File: config.mk
export PLATFORM = sky130hd
export DESIGN_NAME = priority_run_queue_flat
export DESIGN_NICKNAME = d
export VERILOG_FILES = /design/src/design/prq_pkg.sv /design/src/design/prq_ifs.sv /design/src/design/prq_ctrl.sv /design/src/design/prq_dpath.sv /design/src/design/priority_run_queue.sv /design/src/flat_wrapper.sv
export VERILOG_INCLUDE_DIRS = /design/src /design/src/design
export SDC_FILE = /design/constraint.sdc
export NUM_CORES = 1
export LEC_CHECK = 0
export ABC_CLOCK_PERIOD_IN_PS = 3710
export BUFFER_PORTS_ARGS = -buffer_cell sky130_fd_sc_hd__buf_2
export CORE_MARGIN = 1.5
export CORE_UTILIZATION = 45
export CTS_BUF_LIST = sky130_fd_sc_hd__clkbuf_4 sky130_fd_sc_hd__clkbuf_8
export DETAILED_ROUTE_END_ITERATION = 10
export PLACE_DENSITY_LB_ADDON = 0.3
export SYNTH_ARGS = -nofsm -noshare
export SYNTH_HDL_FRONTEND = slang
export SYNTH_HIERARCHICAL = 1
export SYNTH_SLANG_ARGS = --single-unit
File: constraint.sdc
create_clock -name clk -period 3.71 [get_ports clk]
set_input_delay 0.371 -clock clk [delete_from_list [all_inputs] [get_ports clk]]
set_output_delay 0.371 -clock clk [all_outputs]
set_load 0.01 [all_outputs]
File: src/design/priority_run_queue_macros.svh
// ---------------------------------------------------------------------------
// priority_run_queue_macros.svh
// Assertion macros shared by the run queue RTL.
// ---------------------------------------------------------------------------
`ifndef PRIORITY_RUN_QUEUE_MACROS_SVH
`define PRIORITY_RUN_QUEUE_MACROS_SVH

`ifndef SYNTHESIS

// Clocked property, disabled while reset is asserted.
`define PRQ_ASSERT(label, clk, rst_n, prop, msg) \
    label: assert property (@(posedge clk) disable iff (!rst_n) (prop)) else $error(msg);

// Condition that must never be true outside reset.
`define PRQ_ASSERT_NEVER(label, clk, rst_n, cond, msg) \
    label: assert property (@(posedge clk) disable iff (!rst_n) !(cond)) else $error(msg);

`else

`define PRQ_ASSERT(label, clk, rst_n, prop, msg)
`define PRQ_ASSERT_NEVER(label, clk, rst_n, cond, msg)

`endif

`endif

File: src/design/prq_pkg.sv
// ---------------------------------------------------------------------------
// prq_pkg
// Types, codes and widths shared by the run queue modules.
// ---------------------------------------------------------------------------
`default_nettype none

package prq_pkg;

    localparam int QUEUE_DEPTH_DEF = 16;

    localparam int KIND_W   = 2;
    localparam int ID_W     = 8;
    localparam int PRIO_W   = 8;
    localparam int STATUS_W = 3;

    typedef enum logic [KIND_W-1:0] {
        KIND_ENQ   = 2'd0,
        KIND_PICK  = 2'd1,
        KIND_TICK  = 2'd2,
        KIND_STEAL = 2'd3
    } kind_t;

    typedef enum logic [STATUS_W-1:0] {
        STAT_OK      = 3'd0,
        STAT_IGNORED = 3'd1,
        STAT_EMPTY   = 3'd2,
        STAT_FULL    = 3'd3,
        STAT_NOCUR   = 3'd4
    } status_t;

    typedef enum logic {
        CTL_IDLE,
        CTL_EXEC
    } ctl_state_t;

    // controller -> datapath
    typedef struct packed {
        logic capture;
        logic exec;
    } ctl_cmd_t;

    // datapath -> controller
    typedef struct packed {
        logic empty;
        logic full;
    } ctl_sts_t;

    typedef struct packed {
        kind_t             kind;
        logic [ID_W-1:0]   task_id;
        logic [PRIO_W-1:0] task_prio;
        logic              insert_front;
        logic              was_runnable;
        logic              already_queued;
        logic              is_idle;
        logic              current_valid;
        logic [PRIO_W-1:0] current_prio;
    } req_t;

    typedef struct packed {
        logic              taken_valid;
        logic [ID_W-1:0]   taken_id;
        logic [PRIO_W-1:0] taken_prio;
        logic              resched;
        logic              mark_current_front;
        status_t           status;
    } rsp_t;

endpackage

`default_nettype wire

File: src/design/prq_ifs.sv
// ---------------------------------------------------------------------------
// prq_ifs
// Handshake channels of the run queue: event requests, results, config.
// ---------------------------------------------------------------------------
`default_nettype none

interface prq_req_if;
    import prq_pkg::*;

    logic              valid;
    logic              ready;
    logic [KIND_W-1:0] kind;
    logic [ID_W-1:0]   task_id;
    logic [PRIO_W-1:0] task_prio;
    logic              insert_front;
    logic              was_runnable;
    logic              already_queued;
    logic              is_idle;
    logic              current_valid;
    logic [PRIO_W-1:0] current_prio;

    modport source (
        output valid, kind, task_id, task_prio, insert_front, was_runnable,
               already_queued, is_idle, current_valid, current_prio,
        input  ready
    );
    modport sink (
        input  valid, kind, task_id, task_prio, insert_front, was_runnable,
               already_queued, is_idle, current_valid, current_prio,
        output ready
    );
endinterface

interface prq_rsp_if;
    import prq_pkg::*;

    logic                valid;
    logic                ready;
    logic                taken_valid;
    logic [ID_W-1:0]     taken_id;
    logic [PRIO_W-1:0]   taken_prio;
    logic                resched;
    logic                mark_current_front;
    logic [STATUS_W-1:0] status;

    modport source (
        output valid, taken_valid, taken_id, taken_prio, resched,
               mark_current_front, status,
        input  ready
    );
    modport sink (
        input  valid, taken_valid, taken_id, taken_prio, resched,
               mark_current_front, status,
        output ready
    );
endinterface

interface prq_cfg_if;
    logic valid;
    logic ready;
    logic data;

    modport source (output valid, data, input ready);
    modport sink (input valid, data, output ready);
endinterface

`default_nettype wire

File: src/design/prq_ctrl.sv
// ---------------------------------------------------------------------------
// prq_ctrl
// Sequencer: captures one item, executes it once the result register is free.
// ---------------------------------------------------------------------------
`default_nettype none

`include "priority_run_queue_macros.svh"

module prq_ctrl (
    input  logic               clk,
    input  logic               rst_n,
    input  logic               req_valid,
    output logic               req_ready,
    output logic               rsp_valid,
    input  logic               rsp_ready,
    output prq_pkg::ctl_cmd_t  cmd,
    input  prq_pkg::ctl_sts_t  sts
);
    import prq_pkg::*;

    ctl_state_t state_reg;
    ctl_state_t state_next;
    logic       rsp_valid_reg;
    logic       rsp_valid_next;
    logic       out_free;

    assign out_free = !rsp_valid_reg || rsp_ready;

    always_comb
    begin
        state_next = state_reg;
        unique case (state_reg)
            CTL_IDLE:
            begin
                if (req_valid)
                begin
                    state_next = CTL_EXEC;
                end
            end
            CTL_EXEC:
            begin
                if (out_free)
                begin
                    state_next = CTL_IDLE;
                end
            end
            default:
            begin
                state_next = CTL_IDLE;
            end
        endcase
    end

    always_comb
    begin
        req_ready   = 1'b0;
        cmd.capture = 1'b0;
        cmd.exec    = 1'b0;
        unique case (state_reg)
            CTL_IDLE:
            begin
                req_ready   = 1'b1;
                cmd.capture = req_valid;
            end
            CTL_EXEC:
            begin
                cmd.exec = out_free;
            end
            default:
            begin
                req_ready = 1'b0;
            end
        endcase
    end

    // load on execute, drop once the sink takes the item
    always_comb
    begin
        priority if (cmd.exec)
        begin
            rsp_valid_next = 1'b1;
        end
        else if (rsp_ready)
        begin
            rsp_valid_next = 1'b0;
        end
        else
        begin
            rsp_valid_next = rsp_valid_reg;
        end
    end

    always_ff @(posedge clk or negedge rst_n)
    begin
        if (!rst_n)
        begin
            state_reg     <= CTL_IDLE;
            rsp_valid_reg <= 1'b0;
        end
        else
        begin
            state_reg     <= state_next;
            rsp_valid_reg <= rsp_valid_next;
        end
    end

    assign rsp_valid = rsp_valid_reg;

    `PRQ_ASSERT(a_capture_to_exec, clk, rst_n, cmd.capture |=> state_reg == CTL_EXEC, "capture did not enter execute")
    `PRQ_ASSERT(a_exec_loads_rsp, clk, rst_n, cmd.exec |=> rsp_valid_reg, "execute did not present a result")
    `PRQ_ASSERT_NEVER(a_empty_and_full, clk, rst_n, sts.empty && sts.full, "queue reported empty and full")

endmodule

`default_nettype wire

File: src/design/prq_dpath.sv
// ---------------------------------------------------------------------------
// prq_dpath
// Sorted shift-register queue, event decode and result register.
// ---------------------------------------------------------------------------
`default_nettype none

`include "priority_run_queue_macros.svh"

module prq_dpath #(
    parameter int QUEUE_DEPTH = prq_pkg::QUEUE_DEPTH_DEF
) (
    input  logic              clk,
    input  logic              rst_n,
    input  prq_pkg::ctl_cmd_t cmd,
    output prq_pkg::ctl_sts_t sts,
    input  prq_pkg::req_t     req_data,
    input  logic              cfg_we,
    input  logic              cfg_data,
    output prq_pkg::rsp_t     rsp_data
);
    import prq_pkg::*;

    localparam int CNT_W = $clog2(QUEUE_DEPTH + 1);
    localparam int IDX_W = $clog2(QUEUE_DEPTH);

    req_t              q_reg;
    rsp_t              rsp_reg;
    rsp_t              rsp_next;
    logic              preempt_reg;
    logic [CNT_W-1:0]  fill_count_reg;
    logic [CNT_W-1:0]  fill_count_next;
    logic [ID_W-1:0]   slot_id_reg   [QUEUE_DEPTH];
    logic [PRIO_W-1:0] slot_prio_reg [QUEUE_DEPTH];
    logic [ID_W-1:0]   slot_id_next  [QUEUE_DEPTH];
    logic [PRIO_W-1:0] slot_prio_next[QUEUE_DEPTH];

    logic [QUEUE_DEPTH-1:0] keep;
    logic                   q_empty;
    logic                   q_full;
    logic                   do_insert;
    logic                   do_pick;
    logic [CNT_W-1:0]       cnt_m1;
    logic [IDX_W-1:0]       tail_idx;

    assign q_empty  = fill_count_reg == '0;
    assign q_full   = fill_count_reg == CNT_W'(QUEUE_DEPTH);
    assign cnt_m1   = fill_count_reg - CNT_W'(1);
    assign tail_idx = cnt_m1[IDX_W-1:0];

    assign sts.empty = q_empty;
    assign sts.full  = q_full;

    // slots ahead of the insertion point; the queue is sorted so this is a prefix
    always_comb
    begin
        for (int i = 0; i < QUEUE_DEPTH; i++)
        begin
            keep[i] = (CNT_W'(i) < fill_count_reg) &&
                      (q_reg.insert_front ? (slot_prio_reg[i] < q_reg.task_prio)
                                          : (slot_prio_reg[i] <= q_reg.task_prio));
        end
    end

    always_comb
    begin
        rsp_next        = '0;
        rsp_next.status = STAT_OK;
        fill_count_next = fill_count_reg;
        do_insert       = 1'b0;
        do_pick         = 1'b0;
        unique case (q_reg.kind)
            KIND_ENQ:
            begin
                priority if (q_reg.already_queued || q_reg.is_idle)
                begin
                    rsp_next.status = STAT_IGNORED;
                end
                else if (q_full)
                begin
                    rsp_next.status = STAT_FULL;
                end
                else
                begin
                    do_insert       = 1'b1;
                    fill_count_next = fill_count_reg + CNT_W'(1);
                    if (!q_reg.was_runnable)
                    begin
                        priority if (!q_reg.current_valid)
                        begin
                            rsp_next.status = STAT_NOCUR;
                        end
                        else if (preempt_reg && (q_reg.task_prio < q_reg.current_prio))
                        begin
                            rsp_next.resched            = 1'b1;
                            rsp_next.mark_current_front = 1'b1;
                        end
                        else
                        begin
                            rsp_next.status = STAT_OK;
                        end
                    end
                end
            end
            KIND_PICK:
            begin
                if (q_empty)
                begin
                    rsp_next.status = STAT_EMPTY;
                end
                else
                begin
                    do_pick              = 1'b1;
                    fill_count_next      = cnt_m1;
                    rsp_next.taken_valid = 1'b1;
                    rsp_next.taken_id    = slot_id_reg[0];
                    rsp_next.taken_prio  = slot_prio_reg[0];
                end
            end
            KIND_TICK:
            begin
                rsp_next.resched = preempt_reg && q_reg.current_valid && !q_empty &&
                                   (slot_prio_reg[0] < q_reg.current_prio);
            end
            KIND_STEAL:
            begin
                if (q_empty)
                begin
                    rsp_next.status = STAT_EMPTY;
                end
                else
                begin
                    fill_count_next      = cnt_m1;
                    rsp_next.taken_valid = 1'b1;
                    rsp_next.taken_id    = slot_id_reg[tail_idx];
                    rsp_next.taken_prio  = slot_prio_reg[tail_idx];
                end
            end
            default:
            begin
                rsp_next.status = STAT_OK;
            end
        endcase
    end

    // insert: hold the prefix, write the new task at its edge, shift the rest back
    // pick: advance every slot toward the head
    always_comb
    begin
        slot_id_next   = slot_id_reg;
        slot_prio_next = slot_prio_reg;
        if (do_insert)
        begin
            if (!keep[0])
            begin
                slot_id_next[0]   = q_reg.task_id;
                slot_prio_next[0] = q_reg.task_prio;
            end
            for (int i = 1; i < QUEUE_DEPTH; i++)
            begin
                if (!keep[i])
                begin
                    if (keep[i-1])
                    begin
                        slot_id_next[i]   = q_reg.task_id;
                        slot_prio_next[i] = q_reg.task_prio;
                    end
                    else
                    begin
                        slot_id_next[i]   = slot_id_reg[i-1];
                        slot_prio_next[i] = slot_prio_reg[i-1];
                    end
                end
            end
        end
        else if (do_pick)
        begin
            for (int i = 0; i < QUEUE_DEPTH - 1; i++)
            begin
                slot_id_next[i]   = slot_id_reg[i+1];
                slot_prio_next[i] = slot_prio_reg[i+1];
            end
        end
    end

    always_ff @(posedge clk)
    begin
        if (cmd.capture)
        begin
            q_reg <= req_data;
        end
        if (cmd.exec)
        begin
            rsp_reg       <= rsp_next;
            slot_id_reg   <= slot_id_next;
            slot_prio_reg <= slot_prio_next;
        end
    end

    always_ff @(posedge clk or negedge rst_n)
    begin
        if (!rst_n)
        begin
            fill_count_reg <= '0;
            preempt_reg    <= 1'b0;
        end
        else
        begin
            if (cmd.exec)
            begin
                fill_count_reg <= fill_count_next;
            end
            if (cfg_we)
            begin
                preempt_reg <= cfg_data;
            end
        end
    end

    assign rsp_data = rsp_reg;

    `PRQ_ASSERT(a_fill_only_on_exec, clk, rst_n, !cmd.exec |=> $stable(fill_count_reg), "fill count moved without execute")
    `PRQ_ASSERT_NEVER(a_fill_overflow, clk, rst_n, fill_count_reg > CNT_W'(QUEUE_DEPTH), "fill count above depth")
    `PRQ_ASSERT(a_pick_decrements, clk, rst_n, cmd.exec && q_reg.kind == KIND_PICK && !q_empty |=> fill_count_reg == $past(fill_count_reg) - CNT_W'(1), "pick did not remove one task")

endmodule

`default_nettype wire

File: src/design/priority_run_queue.sv
// ---------------------------------------------------------------------------
// priority_run_queue
// Per-CPU run queue kept sorted by priority (lower value is more urgent).
// ---------------------------------------------------------------------------
// Usage:
//   req carries one scheduler event (enqueue, pick, tick, steal) and the
//   task and current-task fields; rsp returns exactly one result item per
//   event (removed task, resched, mark_current_front, status).
//   cfg writes preemption_enabled; write only while no event is pending.
// Sequencing:
//   An event is captured at the req handshake and executed once the
//   output register is free, which registers its result. The block takes
//   no new event until the last one has executed: a capture step, then an
//   execute step, in which all queue slots compare and shift in parallel.
// Reset:
//   The queue is empty, preemption is disabled and rsp holds no item.
//   Slot contents are not cleared; only occupied slots are ever read.
// Back-pressure:
//   A result waits in the output register while rsp.ready is low. One more
//   event may be captured meanwhile; it executes once that result is taken.
// ---------------------------------------------------------------------------
`default_nettype none

module priority_run_queue #(
    parameter int QUEUE_DEPTH = prq_pkg::QUEUE_DEPTH_DEF
) (
    input  logic     clk,
    input  logic     rst_n,
    prq_cfg_if.sink  cfg,
    prq_req_if.sink  req,
    prq_rsp_if.source rsp
);
    import prq_pkg::*;

    ctl_cmd_t cmd;
    ctl_sts_t sts;
    req_t     req_data;
    rsp_t     rsp_data;
    logic     req_ready;
    logic     rsp_valid;

    assign cfg.ready = 1'b1;

    assign req_data.kind           = kind_t'(req.kind);
    assign req_data.task_id        = req.task_id;
    assign req_data.task_prio      = req.task_prio;
    assign req_data.insert_front   = req.insert_front;
    assign req_data.was_runnable   = req.was_runnable;
    assign req_data.already_queued = req.already_queued;
    assign req_data.is_idle        = req.is_idle;
    assign req_data.current_valid  = req.current_valid;
    assign req_data.current_prio   = req.current_prio;

    prq_ctrl u_ctrl (
        .clk       (clk),
        .rst_n     (rst_n),
        .req_valid (req.valid),
        .req_ready (req_ready),
        .rsp_valid (rsp_valid),
        .rsp_ready (rsp.ready),
        .cmd       (cmd),
        .sts       (sts)
    );

    prq_dpath #(
        .QUEUE_DEPTH (QUEUE_DEPTH)
    ) u_dpath (
        .clk      (clk),
        .rst_n    (rst_n),
        .cmd      (cmd),
        .sts      (sts),
        .req_data (req_data),
        .cfg_we   (cfg.valid),
        .cfg_data (cfg.data),
        .rsp_data (rsp_data)
    );

    assign req.ready              = req_ready;
    assign rsp.valid              = rsp_valid;
    assign rsp.taken_valid        = rsp_data.taken_valid;
    assign rsp.taken_id           = rsp_data.taken_id;
    assign rsp.taken_prio         = rsp_data.taken_prio;
    assign rsp.resched            = rsp_data.resched;
    assign rsp.mark_current_front = rsp_data.mark_current_front;
    assign rsp.status             = rsp_data.status;

endmodule

`default_nettype wire
File: src/flat_wrapper.sv
// flat-port wrapper written by rule: the top's interface ports become plain ports
module priority_run_queue_flat import prq_pkg::*;
#(
    parameter int QUEUE_DEPTH = prq_pkg::QUEUE_DEPTH_DEF
)
  (clk, rst_n, cfg_valid, cfg_data, cfg_ready, req_valid, req_kind, req_task_id, req_task_prio, req_insert_front, req_was_runnable, req_already_queued, req_is_idle, req_current_valid, req_current_prio, req_ready, rsp_valid, rsp_taken_valid, rsp_taken_id, rsp_taken_prio, rsp_resched, rsp_mark_current_front, rsp_status, rsp_ready);
  prq_cfg_if cfg_i ();
  prq_req_if req_i ();
  prq_rsp_if rsp_i ();
  input  logic clk;
  input  logic rst_n;
  input wire logic [$bits(cfg_i.valid)-1:0] cfg_valid;
  input wire logic [$bits(cfg_i.data)-1:0] cfg_data;
  output wire logic [$bits(cfg_i.ready)-1:0] cfg_ready;
  input wire logic [$bits(req_i.valid)-1:0] req_valid;
  input wire logic [$bits(req_i.kind)-1:0] req_kind;
  input wire logic [$bits(req_i.task_id)-1:0] req_task_id;
  input wire logic [$bits(req_i.task_prio)-1:0] req_task_prio;
  input wire logic [$bits(req_i.insert_front)-1:0] req_insert_front;
  input wire logic [$bits(req_i.was_runnable)-1:0] req_was_runnable;
  input wire logic [$bits(req_i.already_queued)-1:0] req_already_queued;
  input wire logic [$bits(req_i.is_idle)-1:0] req_is_idle;
  input wire logic [$bits(req_i.current_valid)-1:0] req_current_valid;
  input wire logic [$bits(req_i.current_prio)-1:0] req_current_prio;
  output wire logic [$bits(req_i.ready)-1:0] req_ready;
  output wire logic [$bits(rsp_i.valid)-1:0] rsp_valid;
  output wire logic [$bits(rsp_i.taken_valid)-1:0] rsp_taken_valid;
  output wire logic [$bits(rsp_i.taken_id)-1:0] rsp_taken_id;
  output wire logic [$bits(rsp_i.taken_prio)-1:0] rsp_taken_prio;
  output wire logic [$bits(rsp_i.resched)-1:0] rsp_resched;
  output wire logic [$bits(rsp_i.mark_current_front)-1:0] rsp_mark_current_front;
  output wire logic [$bits(rsp_i.status)-1:0] rsp_status;
  input wire logic [$bits(rsp_i.ready)-1:0] rsp_ready;
  assign cfg_i.valid = cfg_valid;
  assign cfg_i.data = cfg_data;
  assign cfg_ready = cfg_i.ready;
  assign req_i.valid = req_valid;
  assign req_i.kind = req_kind;
  assign req_i.task_id = req_task_id;
  assign req_i.task_prio = req_task_prio;
  assign req_i.insert_front = req_insert_front;
  assign req_i.was_runnable = req_was_runnable;
  assign req_i.already_queued = req_already_queued;
  assign req_i.is_idle = req_is_idle;
  assign req_i.current_valid = req_current_valid;
  assign req_i.current_prio = req_current_prio;
  assign req_ready = req_i.ready;
  assign rsp_valid = rsp_i.valid;
  assign rsp_taken_valid = rsp_i.taken_valid;
  assign rsp_taken_id = rsp_i.taken_id;
  assign rsp_taken_prio = rsp_i.taken_prio;
  assign rsp_resched = rsp_i.resched;
  assign rsp_mark_current_front = rsp_i.mark_current_front;
  assign rsp_status = rsp_i.status;
  assign rsp_i.ready = rsp_ready;
  priority_run_queue #(.QUEUE_DEPTH(QUEUE_DEPTH)) u_core (.clk(clk), .rst_n(rst_n), .cfg(cfg_i), .req(req_i), .rsp(rsp_i));
endmodule
# Yosys cells after proc, flatten, opt, wreduce, memory -nomap -nowiden
# Index checks and enable logic that the tools add are counted.
[classes]
addsub = 2
order_cmp = 51
eq_ne = 22
mux = 117
bitwise = 5
n_reduce_logical = 48
[ops]
columns = ["cell", "count"]
rows = [
  ["$mux W8", 64],
  ["$mux W120", 4],
  ["$lt A8 B8 Y1", 18],
  ["$le A8 B8 Y1", 16],
  ["$bmux W8 S4", 2],
  ["$reduce_and A3 Y1", 16],
  ["$lt A4 B5 Y1 const A", 8],
  ["$ne A2 B2 Y1 const B", 18],
  ["$mux W17", 2],
  ["$pmux W17 S2", 1],
  ["$mux W1", 28],
  ["$logic_and A1 B1 Y1", 20],
  ["$lt A3 B5 Y1 const A", 4],
  ["$mux W5", 4],
  ["$lt A1 B5 Y1 const A", 2],
  ["$lt A2 B5 Y1 const A", 2],
  ["$mux W2", 5],
  ["$pmux W5 S2", 1],
  ["$mux W3", 3],
  ["$pmux W3 S2", 1],
  ["$reduce_bool A2 Y1", 3],
  ["$add A5 B1 Y5 const B", 1],
  ["$eq A5 B5 Y1 const B", 1],
  ["$ge A5 B5 Y1 const B", 1],
  ["13 further kinds", 20],
]
[totals]
regBits = 317
in_bits = 37

# Longest topological paths before layout
[depth]
depth_word = 8
ltp_mapped = 12

# Cells and area by module
# The synthesis kept the hierarchy.
[by_module_without_submodules]
columns = ["mod", "instances", "cells_per_inst", "area_per_inst_um2"]
rows = [
  ["prq_dpath", 1, 1870, 21025.2],
  ["prq_ctrl", 1, 9, 101.3],
  ["priority_run_queue", 1, 2, 11.3],
]

# Worst setup path before layout
# No wires, ideal clock.
[synth_path]
path_kind = "reg2reg"
from = "register u_core/u_dpath/q_reg[14] in the netlist's numbering"
to = "register u_core/u_dpath/slot_id_reg[48] in the netlist's numbering (enable)"
setup_time_ns = 0.399
t_arrival_ns = 2.946
required_time_ns = 3.311
slack_ns = 0.365
stages_incl_launch_ff = 9
path_buffers = 2
synth_period_minus_slack_ns = 3.345
cell_sequence = "edfxtp_1 -> inv_1 -> ha_1 -> a21oi_1 -> o21a_1 -> o32a_1 -> buf_2 -> buf_1 -> a31oi_1"
[synth_via]
elab_chain_cells = 5
elab_cells_between_ends = 6
cone_classes = "2 x order compare; 1 x eq/ne; 1 x mux; 2 x reduce/logical"
[synth_rtl]
columns = ["element", "line_no", "text"]
rows = [
  ["start: declaration", "prq_dpath.sv:26", "req_t q_reg;"],
  ["start signal: assignment", "prq_dpath.sv:189", "q_reg <= req_data;"],
  ["$le A8 B8 Y1 / $lt A8 B8 Y1 (equally long branches)", "prq_dpath.sv:60, prq_dpath.sv:59", ""],
  ["$mux W1 *", "prq_dpath.sv:59", "(q_reg.insert_front ? (slot_prio_reg[i] < q_reg.task_prio)"],
  ["$logic_and A1 B1 Y1 *", "prq_dpath.sv:58", "keep[i] = (CNT_W'(i) < fill_count_reg) &&"],
  ["$ne A2 B2 Y1 (no source line) *", "--", ""],
  ["$reduce_and A3 Y1 (no source line) *", "--", ""],
  ["end signal: assignment", "prq_dpath.sv:194", "slot_id_reg <= slot_id_next;"],
  ["end: declaration", "prq_dpath.sv:32", "logic [ID_W-1:0] slot_id_reg [QUEUE_DEPTH];"],
]
# Every way passes the cells marked *; elsewhere a longest branch is shown, timed or not.
# A chain may end at the register's enable or synchronous reset.

# Final worst setup path
[layout_path]
from = "register u_core.u_dpath.fill_count_reg[1]"
to = "register u_core/u_dpath/slot_id_reg[41] in the netlist's numbering (enable)"
[layout_via]
elab_chain_cells = 6
elab_cells_between_ends = 12
cone_classes = "1 x order compare; 2 x eq/ne; 5 x mux; 4 x reduce/logical"
[layout_rtl]
columns = ["element", "line_no", "text"]
rows = [
  ["start: declaration", "prq_dpath.sv:30", "logic [CNT_W-1:0] fill_count_reg;"],
  ["start signal: assignment", "prq_dpath.sv:210", "fill_count_reg <= fill_count_next;"],
  ["$eq A5 B5 Y1 *", "prq_dpath.sv:46", "assign q_full = fill_count_reg == CNT_W'(QUEUE_DEPTH);"],
  ["net u_core.u_dpath.q_full", "prq_dpath.sv:39", "logic q_full;"],
  ["$mux W1 *", "prq_dpath.sv:78", "else if (q_full)"],
  ["$mux W1 *", "prq_dpath.sv:74", "priority if (q_reg.already_queued || q_reg.is_idle)"],
  ["$mux W1 *", "prq_dpath.sv:71", "unique case (q_reg.kind)"],
  ["$ne A2 B2 Y1 (no source line) / $reduce_bool A2 Y1 (equally long branches)", "--", ""],
  ["$reduce_and A3 Y1 (no source line) *", "--", ""],
]
# The timed path passes the listed nets; every way through them passes the cells marked *.

==> flow_summary.toml <==
[layout]
drive_above_1_share = 0.183
antenna_cells = 0
nNetsFinal = 2164
final_cells = 2634
area_growth_pct = 11.0

[power]
pwr-share-clk = 0.240
peakVddDrop_uv = 450
p_seq_frac = 0.347
intPower_mw = 8.33
p_per_area_nw_per_um2 = 567
total_power_mw = 13.3
sw_frac_of_total = 0.373
leakage_nw = 8.93
p_sw_mw = 4.96
pwr-share-comb = 0.413

[clocking]
numCtsBuffers = 56
htreeDepth = 2
clockBufferDepth = 3
root_buffer = "clkbuf_8"
cts_tree = "done"
clock_sinks = 317
clk_pin_slew_worst_paths_ns = 0.07
worstSkewPairLatency_ns = 0.68

[run]
drv_cap = 0

[synthesis]
syn-num-nets = 2062
synthCells = 1879
syn-cell-area_sq_um = 21100
ys_warn_count = 6
avgSynthCellArea_sq_um = 11.2

[timing]
fin_crit_ns = 3.07
finalCritPeriodShare = 0.827
max-slew-margin-rel = 0.267
setup_tns_ns = 0
whs_ns = 0.110
clock-skew-final_ns = 0.0336
finalMaxSlewViolations = 0
max_freq_mhz = 326
hold_viol = 0
rsz0062_at_grt = "false"
setup_ws_ns = 0.641
tightest_slew_ns = 1.10
setup_viol = 0

[placed_design]
io_buffers = 60
placed_cells = 2495
pre_cts_slack_ns = 0.645
dp_hpwl_um = 43300
globalplace.congestion = 0.939

[global_routing]
grt_max_degree = 86
grt_pass1_wl_um = 95500
antenna_found_initial = 1
grtUsageTotal = 0.261
grt_pass1_vias = 15900
grt-ovfl-total = 0

[floorplan]
dieArea_sq_um = 48200
core_area_sq_um = 46500
rows = 79
ios = 62
die_height_um = 220
start_util = 0.455
chipWidth_um = 220

[detailed_routing]
first_iter_violations = 1594
wirelength_um = 62900
wl_per_cell_um = 23.9
wl_met3_um = 4960
num_vias = 16300
met1_length_um = 26400
met2_length_um = 29300
highest_layer = "met4"
drc_errors = 0
final_antenna_net_count = 0
viasPerCell = 6.18
drt_pass1_iterations = 5

[worst_setup_path]
worstSetupStartpointType = "flop"
arrival_ns = 3.36
criticalPathCategory = "flop to flop"
ff2ff_path_depth = 7
crit_path_end_kind = "flop"
cp.required_ns = 4.00
cp_max_fo = 16

[outcome]
outcome = "finished clean"

[worst_hold_path]
hold_class = "input port to asynchronous set/reset pin"
-- critical path, cell delays in order, from the launching register on --
cell	delay (ns)
dfrtp_1	0.52
inv_1	0.23
ha_4	0.21
and4bb_4	0.22
o41ai_1	0.24
nand3b_1	0.11
buf_4	0.25
a31oi_2	0.89
-- worst paths after layout --
| check | startpoint | endpoint | slack, ns |
|---|---|---|---|
| setup / recovery | u_core/u_dpath/fill_count_reg[1] | u_core/u_dpath/slot_id_reg[41] | 0.64 |
| hold / removal | rst_n | u_core/u_dpath/fill_count_reg[2] | 0.11 |
| setup reg to reg | u_core/u_dpath/fill_count_reg[1] | u_core/u_dpath/slot_id_reg[41] | 0.64 |
| hold reg to reg | u_core/u_ctrl/rsp_valid | u_core/u_ctrl/rsp_valid | 0.55 |
| max in group asynchronous | rst_n | u_core/u_dpath/fill_count_reg[0] | 3.39 |
| min in group clk | req_valid | u_core/u_dpath/q_reg[12] | 0.29 |
-- routing by layer --
layer	track usage	up-vias
met3	0.0469	145
met4	0.109	0
met5	0	-
met1	0.352	8033
met2	0.415	749
li1	-	7342
-- through the flow --
step	cell area, sq um	util
after floorplan	21100	-
after global placement	22000	0.474
after detailed placement	22000	0.474
after CTS	23500	0.505
after global routing	23500	0.505
final	23500	0.505
-- power by group through the flow --
stage / logic, mW / registers [mW] / clock network [mW]
after floorplan: 4.14 / 4.52 / 0
after global placement: 5.32 / 4.67 / 0
after detailed placement: 5.42 / 4.67 / 0
after CTS: 5.45 / 4.60 / 3.26
after global routing: 5.84 / 4.63 / 3.40
final: 5.48 / 4.62 / 3.19
-- timing repair --
| item | 4_1_cts | 5_1_grt |
|---|---|---|
| setup buffers | 0 | 0 |
| gates resized for setup | 0 | 0 |
| hold buffers | 35 | 0 |
| endpoints found under the hold margin | 42 | 0 |
-- placed cells by master (no fill, tap or decap), types with 8 or more instances in the layout --
cell / instances
nor2b_1: 15
edfxtp_1: 309
o21ai_0: 81
dlygate4sd3_1: 35
mux4_2: 64
clkinv_2: 9
clkbuf_4: 20
ha_1: 145
mux2i_1: 207
nor2_1: 270
buf_2: 60
nand4_1: 18
nor4bb_1: 11
o211ai_1: 12
mux2_2: 17
a31oi_1: 37
a211oi_1: 13
buf_12: 9
o21ai_2: 8
inv_1: 40
a21oi_2: 21
nand3_1: 10
a21oi_1: 264
nand2_1: 86
buf_4: 76
clkbuf_8: 57
clkinv_1: 16
-- cell type report --
cell class	instances	area, sq um
timing repair buffer	180	1400
fill	4162	23000
inverter	41	154
clock inverter	27	133
sequential	317	9480
tap	607	759
multi-input combinational	1385	10600
clock buffer	77	935
(Power assumes the default switching activity.)
